### config.mk
export PLATFORM = sky130hd
export DESIGN_NAME = counting_semaphore_fifo_waitq_core
export DESIGN_NICKNAME = d
export VERILOG_FILES = /design/src/design/csfwq_pkg.sv /design/src/design/csfwq_ctrl.sv /design/src/design/csfwq_dp.sv /design/src/design/counting_semaphore_fifo_waitq_core.sv
export SDC_FILE = /design/constraint.sdc
export NUM_CORES = 1
export LEC_CHECK = 0
export ABC_AREA = 1
export BUFFER_PORTS_ARGS = -buffer_cell sky130_fd_sc_hd__clkbuf_2
export CAP_MARGIN = 20
export CORE_MARGIN = 1.5
export CORE_UTILIZATION = 65
export DETAILED_ROUTE_END_ITERATION = 10
export PLACE_DENSITY = 0.84
export SKIP_CTS_REPAIR_TIMING = 1
export SLEW_MARGIN = 20
export SYNTH_ARGS = -nofsm -noshare
export SYNTH_HDL_FRONTEND = slang
export SYNTH_SLANG_ARGS = --single-unit
### constraint.sdc
create_clock -name clk -period 13.3 [get_ports clk]
set_input_delay 0.665 -clock clk [delete_from_list [all_inputs] [get_ports clk]]
set_output_delay 0.665 -clock clk [all_outputs]
set_load 0.01 [all_outputs]
### src/design/csfwq_pkg.sv
`timescale 1ns / 1ps
package csfwq_pkg;

  localparam int QUEUE_DEPTH_DEF  = 16;
  localparam int TASK_ID_BITS_DEF = 8;
  localparam int ID_MAX_W         = 16;

  localparam int FUNC_W   = 2;
  localparam int IN_ID_W  = 8;
  localparam int STATUS_W = 3;
  localparam int COUNT_W  = 16;
  localparam int INIT_W   = 15;

  localparam logic [FUNC_W-1:0] FUNC_WAIT   = 2'd0;
  localparam logic [FUNC_W-1:0] FUNC_SIGNAL = 2'd1;
  localparam logic [FUNC_W-1:0] FUNC_REMOVE = 2'd2;

  localparam logic [STATUS_W-1:0] ST_PASSED  = 3'd0;
  localparam logic [STATUS_W-1:0] ST_BLOCKED = 3'd1;
  localparam logic [STATUS_W-1:0] ST_NONE    = 3'd2;
  localparam logic [STATUS_W-1:0] ST_WOKE    = 3'd3;
  localparam logic [STATUS_W-1:0] ST_REMOVED = 3'd4;
  localparam logic [STATUS_W-1:0] ST_FULL    = 3'd5;

  localparam logic signed [COUNT_W-1:0] COUNT_MAX = 16'sh7FFF;
  localparam logic signed [COUNT_W-1:0] COUNT_MIN = -16'sh8000;

  typedef enum logic {
    CTL_EMPTY,
    CTL_HOLD
  } ctl_state_t;

  typedef struct packed {
    logic exec;
    logic cfg_load;
  } dp_cmd_t;

endpackage

### src/design/csfwq_ctrl.sv
`timescale 1ns / 1ps
module csfwq_ctrl (
  input  logic              clk,
  input  logic              rst_n,
  input  logic              in_valid,
  output logic              in_ready,
  output logic              out_valid,
  input  logic              out_ready,
  input  logic              cfg_we,
  output csfwq_pkg::dp_cmd_t cmd
);
  import csfwq_pkg::*;

  ctl_state_t state_r;
  ctl_state_t state_nxt;

  always_ff @(posedge clk) begin
    if (!rst_n) begin
      state_r <= CTL_EMPTY;
    end else begin
      state_r <= state_nxt;
    end
  end

  always_comb begin
    state_nxt    = state_r;
    out_valid    = 1'b0;
    in_ready     = 1'b0;
    cmd.exec     = 1'b0;
    cmd.cfg_load = cfg_we;
    case (state_r)
      CTL_EMPTY: begin
        in_ready = 1'b1;
        cmd.exec = in_valid;
        if (in_valid) begin
          state_nxt = CTL_HOLD;
        end
      end
      CTL_HOLD: begin
        out_valid = 1'b1;
        in_ready  = out_ready;
        cmd.exec  = in_valid && out_ready;
        if (out_ready && !in_valid) begin
          state_nxt = CTL_EMPTY;
        end
      end
      default: begin
        state_nxt = CTL_EMPTY;
      end
    endcase
  end

endmodule

### src/design/csfwq_dp.sv
`timescale 1ns / 1ps
module csfwq_dp #(
  parameter int QUEUE_DEPTH  = csfwq_pkg::QUEUE_DEPTH_DEF,
  parameter int TASK_ID_BITS = csfwq_pkg::TASK_ID_BITS_DEF
) (
  input  logic                                    clk,
  input  logic                                    rst_n,
  input  csfwq_pkg::dp_cmd_t                      cmd,
  input  logic [csfwq_pkg::INIT_W-1:0]            cfg_value,
  input  logic [csfwq_pkg::FUNC_W-1:0]            func,
  input  logic [csfwq_pkg::IN_ID_W-1:0]           task_id,
  output logic [csfwq_pkg::STATUS_W-1:0]          status,
  output logic [csfwq_pkg::IN_ID_W-1:0]           woken_task_id,
  output logic                                    woken_valid,
  output logic signed [csfwq_pkg::COUNT_W-1:0]    count_after
);
  import csfwq_pkg::*;

  localparam int OCC_W = $clog2(QUEUE_DEPTH + 1);

  logic [TASK_ID_BITS-1:0] q_r   [QUEUE_DEPTH];
  logic [TASK_ID_BITS-1:0] q_nxt [QUEUE_DEPTH];
  logic [OCC_W-1:0]        occ_r;
  logic [OCC_W-1:0]        occ_nxt;
  logic signed [COUNT_W-1:0] count_r;
  logic signed [COUNT_W-1:0] count_nxt;
  logic [STATUS_W-1:0]     status_r;
  logic [STATUS_W-1:0]     status_nxt;
  logic [IN_ID_W-1:0]      woken_r;
  logic [IN_ID_W-1:0]      woken_nxt;
  logic                    wvalid_r;
  logic                    wvalid_nxt;

  logic [ID_MAX_W-1:0]     id_ext;
  logic [TASK_ID_BITS-1:0] id;
  logic [ID_MAX_W-1:0]     wk_ext;
  logic [TASK_ID_BITS-1:0] wk_sel;
  logic [QUEUE_DEPTH-1:0]  match;
  logic [QUEUE_DEPTH-1:0]  rm_mask;
  logic [QUEUE_DEPTH-1:0]  drop_mask;
  logic                    found;
  logic                    q_full;
  logic                    q_empty;
  logic                    do_push;
  logic                    do_drop;
  logic                    run;
  logic signed [COUNT_W-1:0] cnt_inc;
  logic signed [COUNT_W-1:0] cnt_dec;

  always_comb begin
    id_ext = {{(ID_MAX_W - IN_ID_W){1'b0}}, task_id};
    id     = id_ext[TASK_ID_BITS-1:0];
  end

  // parallel id match with first-match prefix mask
  always_comb begin
    run = 1'b0;
    for (int i = 0; i < QUEUE_DEPTH; i++) begin
      match[i]   = (OCC_W'(i) < occ_r) && (q_r[i] == id);
      run        = run | match[i];
      rm_mask[i] = run;
    end
    found = run;
  end

  assign q_full  = (occ_r == OCC_W'(QUEUE_DEPTH));
  assign q_empty = (occ_r == '0);
  assign cnt_inc = (count_r == COUNT_MAX) ? count_r : count_r + 16'sd1;
  assign cnt_dec = (count_r == COUNT_MIN) ? count_r : count_r - 16'sd1;

  always_comb begin
    count_nxt  = count_r;
    occ_nxt    = occ_r;
    status_nxt = ST_REMOVED;
    wvalid_nxt = 1'b0;
    wk_sel     = '0;
    do_push    = 1'b0;
    do_drop    = 1'b0;
    drop_mask  = rm_mask;
    case (func)
      FUNC_WAIT: begin
        if (cnt_dec < 0) begin
          if (q_full) begin
            status_nxt = ST_FULL;
          end else begin
            do_push    = 1'b1;
            occ_nxt    = occ_r + OCC_W'(1);
            count_nxt  = cnt_dec;
            status_nxt = ST_BLOCKED;
          end
        end else begin
          count_nxt  = cnt_dec;
          status_nxt = ST_PASSED;
        end
      end
      FUNC_SIGNAL: begin
        count_nxt  = cnt_inc;
        status_nxt = ST_NONE;
        drop_mask  = '1;
        if ((cnt_inc <= 0) && !q_empty) begin
          wk_sel     = q_r[0];
          wvalid_nxt = 1'b1;
          do_drop    = 1'b1;
          occ_nxt    = occ_r - OCC_W'(1);
          status_nxt = ST_WOKE;
        end
      end
      FUNC_REMOVE: begin
        if (found) begin
          wk_sel     = id;
          wvalid_nxt = 1'b1;
          do_drop    = 1'b1;
          occ_nxt    = occ_r - OCC_W'(1);
          count_nxt  = cnt_inc;
        end
      end
      default: begin
        status_nxt = ST_REMOVED;
      end
    endcase
    wk_ext                     = '0;
    wk_ext[TASK_ID_BITS-1:0]   = wk_sel;
    woken_nxt                  = wk_ext[IN_ID_W-1:0];
  end

  // shift queue: close the gap on drop, write the tail on push
  always_comb begin
    for (int i = 0; i < QUEUE_DEPTH; i++) begin
      q_nxt[i] = q_r[i];
    end
    if (do_drop) begin
      for (int i = 0; i < QUEUE_DEPTH - 1; i++) begin
        if (drop_mask[i]) begin
          q_nxt[i] = q_r[i+1];
        end
      end
    end
    if (do_push) begin
      for (int i = 0; i < QUEUE_DEPTH; i++) begin
        if (OCC_W'(i) == occ_r) begin
          q_nxt[i] = id;
        end
      end
    end
  end

  always_ff @(posedge clk) begin
    if (!rst_n) begin
      count_r <= '0;
      occ_r   <= '0;
    end else if (cmd.cfg_load) begin
      count_r <= {1'b0, cfg_value};
      occ_r   <= '0;
    end else if (cmd.exec) begin
      count_r <= count_nxt;
      occ_r   <= occ_nxt;
    end
  end

  always_ff @(posedge clk) begin
    if (cmd.exec) begin
      for (int i = 0; i < QUEUE_DEPTH; i++) begin
        q_r[i] <= q_nxt[i];
      end
      status_r <= status_nxt;
      woken_r  <= woken_nxt;
      wvalid_r <= wvalid_nxt;
    end
  end

  assign status        = status_r;
  assign woken_task_id = woken_r;
  assign woken_valid   = wvalid_r;
  assign count_after   = count_r;

endmodule

### src/design/counting_semaphore_fifo_waitq_core.sv
`timescale 1ns / 1ps
// Counting semaphore with a FIFO wait queue of blocked task ids.
// Input channel (in_valid/in_ready): one beat carries in_func (wait, signal,
// remove named waiter) and in_task_id. Output channel (out_valid/out_ready):
// one beat per input beat with out_status, out_woken_task_id,
// out_woken_valid and out_count_after.
// Latency: the result beat is valid the cycle after its input beat is taken.
// Throughput: one beat per cycle while out_ready is high; the queue is a
// shift register with a parallel id match, so every operation settles in a single update.
// Stall: while a result waits, a new input beat is taken only in a cycle in
// which out_ready is high; the output register holds its beat otherwise.
// Configuration: a cfg_we pulse loads the count from cfg_wdata and empties
// the queue; write it only with no beat in flight.
// Reset (rst_n low, synchronous): count zero, queue empty, no result pending.
module counting_semaphore_fifo_waitq_core #(
  parameter int QUEUE_DEPTH  = csfwq_pkg::QUEUE_DEPTH_DEF,
  parameter int TASK_ID_BITS = csfwq_pkg::TASK_ID_BITS_DEF
) (
  input  logic                                 clk,
  input  logic                                 rst_n,
  input  logic                                 in_valid,
  output logic                                 in_ready,
  input  logic [csfwq_pkg::FUNC_W-1:0]         in_func,
  input  logic [csfwq_pkg::IN_ID_W-1:0]        in_task_id,
  output logic                                 out_valid,
  input  logic                                 out_ready,
  output logic [csfwq_pkg::STATUS_W-1:0]       out_status,
  output logic [csfwq_pkg::IN_ID_W-1:0]        out_woken_task_id,
  output logic                                 out_woken_valid,
  output logic signed [csfwq_pkg::COUNT_W-1:0] out_count_after,
  input  logic                                 cfg_we,
  input  logic [csfwq_pkg::INIT_W-1:0]         cfg_wdata
);
  import csfwq_pkg::*;

  dp_cmd_t cmd;

  csfwq_ctrl u_ctrl (
    .clk       (clk),
    .rst_n     (rst_n),
    .in_valid  (in_valid),
    .in_ready  (in_ready),
    .out_valid (out_valid),
    .out_ready (out_ready),
    .cfg_we    (cfg_we),
    .cmd       (cmd)
  );

  csfwq_dp #(
    .QUEUE_DEPTH  (QUEUE_DEPTH),
    .TASK_ID_BITS (TASK_ID_BITS)
  ) u_dp (
    .clk           (clk),
    .rst_n         (rst_n),
    .cmd           (cmd),
    .cfg_value     (cfg_wdata),
    .func          (in_func),
    .task_id       (in_task_id),
    .status        (out_status),
    .woken_task_id (out_woken_task_id),
    .woken_valid   (out_woken_valid),
    .count_after   (out_count_after)
  );

endmodule

==> metrics.csv <==
stage,metric,value,unit
clock_network,clk sinks,162,
cells_and_area,post-route design area,0.0141,mm²
timing,RSZ-0062 raised after global routing,no,
worst_setup_path,"critical path, cell by cell","clkbuf_2, buf_4, inv_1, nand2_1, nand4_1, nor2_1, a31oi_1, nand3_2, nor2b_1, nand2_1, nand2_1, o21ai_0, nand2_1, nand3_1, o21ai_1, inv_1",
logic_synthesis,"FF+latch count, synth",162,
detailed_routing,drt pass-1 iters,7,
grt,first-pass GRT wire length,64.5,mm
grt,largest net degree at the start of global routing,94,
logic_synthesis,most frequent cell after synthesis,nand2_1,
logic_synthesis,Gate Count Post-Synth,2024,
timing,final hold slack,454,ps
timing,Pins Over Slew Limit,0,
clock_network,Num CTS Buffers,17,
logic_synthesis,Synth area leader,edfxtp_1,
logic_synthesis,Mapped Area,0.0133,mm²
detailed_routing,DRC viols,0,
timing,Fmax,0.211,GHz
placed_design,placed standard-cell area,0.0135,mm²
worst_setup_path,CP top delay family,simple AND/OR/NAND/NOR gates,
detailed_routing,DR iter-0 viols,1739,
pwr,Comb power frac,19.4,%
timing,crit share post-route,35.7,%
grt,initial antenna violation count,0,
worst_setup_path,Worst path max stage delay,890,ps
worst_setup_path,CP endpoint kind,flip-flop,
timing,worst-margin pin slew,1050,ps
pwr,Worst IR Drop VDD,0.0859,mV
pwr,Reg power frac,46.1,%
logic_synthesis,YS warnings,0,
timing,"Hold Violations, Final",0,
logic_synthesis,top post-synthesis cells by area,"edfxtp_1, nand2_1, nand3_1",
logic_synthesis,Yosys cell types,46,
clock_network,clk_lat worst skew,440,ps
cells_and_area,final std cells w/o fill,2301,
detailed_routing,via/cell ratio,6.02,
pwr,cell internal pwr,933,µW
placed_design,"worst slack, placed",8340,ps
cells_and_area,fraction of layout cells with a size suffix above 1,7.68,%
die,Starting Density,66.2,%
clock_network,CTS tree,yes,
flow_run,Max Cap Viol,0,
timing,final worst setup slack,8560,ps
timing,setup_tns,0,ps
logic_synthesis,register area share after synthesis,34.8,%
worst_setup_path,WP buf/inv,4,
die,Site Rows,52,
pwr,LEAKAGE,6.71,nW
status,outcome,completed,
cells_and_area,final core occ,69.7,%
pwr,pwr/cell area,97.5,mW/mm²
cells_and_area,antenna cells,0,
detailed_routing,vias post-DR,13900,
pwr,switching pwr,438,µW
logic_synthesis,synth cell count leaders,"nand2_1, inv_1, nand3_1",
clock_network,clk buf depth,2,
placed_design,Post-Place Cells,2269,
logic_synthesis,top-area cell type share of the netlist area,31.5,%
clock_network,clock slew seen by the registers of the worst setup and hold paths,70,ps
placed_design,Port Buffers,59,
worst_setup_path,CP max FO,31,
worst_setup_path,Startpoint Class,primary input,
placed_design,Final HPWL DP,26.6,mm
worst_hold_path,Tightest Hold Check Type,primary input to flip-flop,
worst_setup_path,WS Path Type,primary input to flip-flop,
detailed_routing,Routed wire per std cell,17.7,µm
timing,Max-slew headroom,30.2,%
logic_synthesis,"Async S/R FF share, synth",0,%
grt,vias in the first global route,12600,
pwr,Sw Share,32.0,%
placed_design,gpl congestion,0.962,
timing,min Tclk post-route,4740,ps
die,Die Y,146,µm
worst_setup_path,Crit-path slowest cell,nor2b_1,
detailed_routing,post-route antenna net violation count,0,
cells_and_area,Layout area overhead,5.41,%
logic_synthesis,"EDFF count, synth",140,
logic_synthesis,Synth Flop Type,edfxtp_1,
die,io pins,60,
detailed_routing,final wirelength,40.7,mm
pwr,total power,1.37,mW
cells_and_area,Total Nets Final,2059,
die,Core Region,0.0202,mm²
pwr,Clk pwr share,34.5,%
logic_synthesis,Mapped Nets,2065,
grt,GRT overflow,0,
logic_synthesis,average footprint of a synthesized cell,6.59,µm²
worst_setup_path,most frequent CP cell,nand2_1,
clock_network,H-tree Lvls,4,
worst_setup_path,critical path data arrival time,4940,ps
clock_network,Root Buffer,clkbuf_16,
die,Die X-Extent,146,µm
grt,gr usage total,37.8,%
timing,clock skew,11.0,ps
die,Total Die Area,0.0214,mm²
timing,Final setup viols,0,
worst_setup_path,Critical Path RT,13500,ps
## worst paths after layout
path | slack (ps) | startpoint | end | cells after the start
worst max-delay path | 8560 | in_task_id[5] | u_dp.q_r[1][20]$_DFFE_PP_ | 16
worst min-delay path | 450 | in_valid | u_ctrl.state_r$_SDFF_PN0_ | 3
worst max register to register | 8900 | u_dp.occ_r[4]$_SDFFE_PP0P_ | u_dp.q_r[1][20]$_DFFE_PP_ | 12
worst min register to register | 520 | u_ctrl.state_r$_SDFF_PN0_ | u_ctrl.state_r$_SDFF_PN0_ | 2
## metal layers
layer / part of all wire (%) / track usage [%] / vias up
met4: 4.6 / 18.2 / 0
li1: - / - / 6546
met5: 0 / 0 / -
met1: 38 / 49.7 / 6162
met2: 45 / 60.6 / 985
met3: 12 / 6.66 / 159
## cell usage in the layout, fill, tap and decap left out, drive strengths merged, types with 22 or more instances in the layout
cell type	synthesis	final
o21ai	206	206
nand3	210	210
xor2	39	39
a21oi	52	52
inv	265	267
clkbuf	30	77
edfxtp	140	140
xnor2	40	40
nand4	43	43
nand2	696	696
dfxtp	22	22
nor2	140	140
## cell families (layout without fill, tap and decap cells)
| logic type | Yosys count | in the layout | synth area share [%] |
|---|---|---|---|
| DFF | 162 | 162 | 34.8 |
| buffers and inverters | 369 | 376 | 11.8 |
| AOI/OAI and AO/OA | 280 | 280 | 11.0 |
| adders and majority gates | 11 | 11 | 1.03 |
| and+or+nand+nor | 1123 | 1123 | 36.2 |
| xor gates and xnor gates | 79 | 79 | 5.18 |
## flip-flops by register name, indices dropped and copies added (netlist names)
name and cells:
u_ctrl.state_r 1, u_dp.status 3, u_dp.q_r 128, u_dp.occ_r 5, u_dp.woken_task_id 8, u_dp.woken_valid 1, u_dp.count_after 16
## cell type report
cell class,count,area (µm²)
multi-input combinational,1493,7120
fill,1795,6100
sequential,162,4640
inverter,272,1020
clock buffer,18,429
timing repair buffer,72,393
tap,270,338
clock inverter,14,114
## tightest hold or removal path, cell delays in order
cell,delay [ps]
clkbuf_2,90
inv_1,40
a21oi_1,50
## power groups by stage
stage	clock network [mW]	logic [mW]	registers, mW
2_1_floorplan	0	0.196	0.630
3_3_place_gp	0	0.250	0.640
3_5_place_dp	0	0.257	0.640
4_1_cts	0.474	0.259	0.630
5_1_grt	0.490	0.295	0.635
6_report	0.473	0.265	0.632
Note: power is estimated with default switching activity, not from simulation.
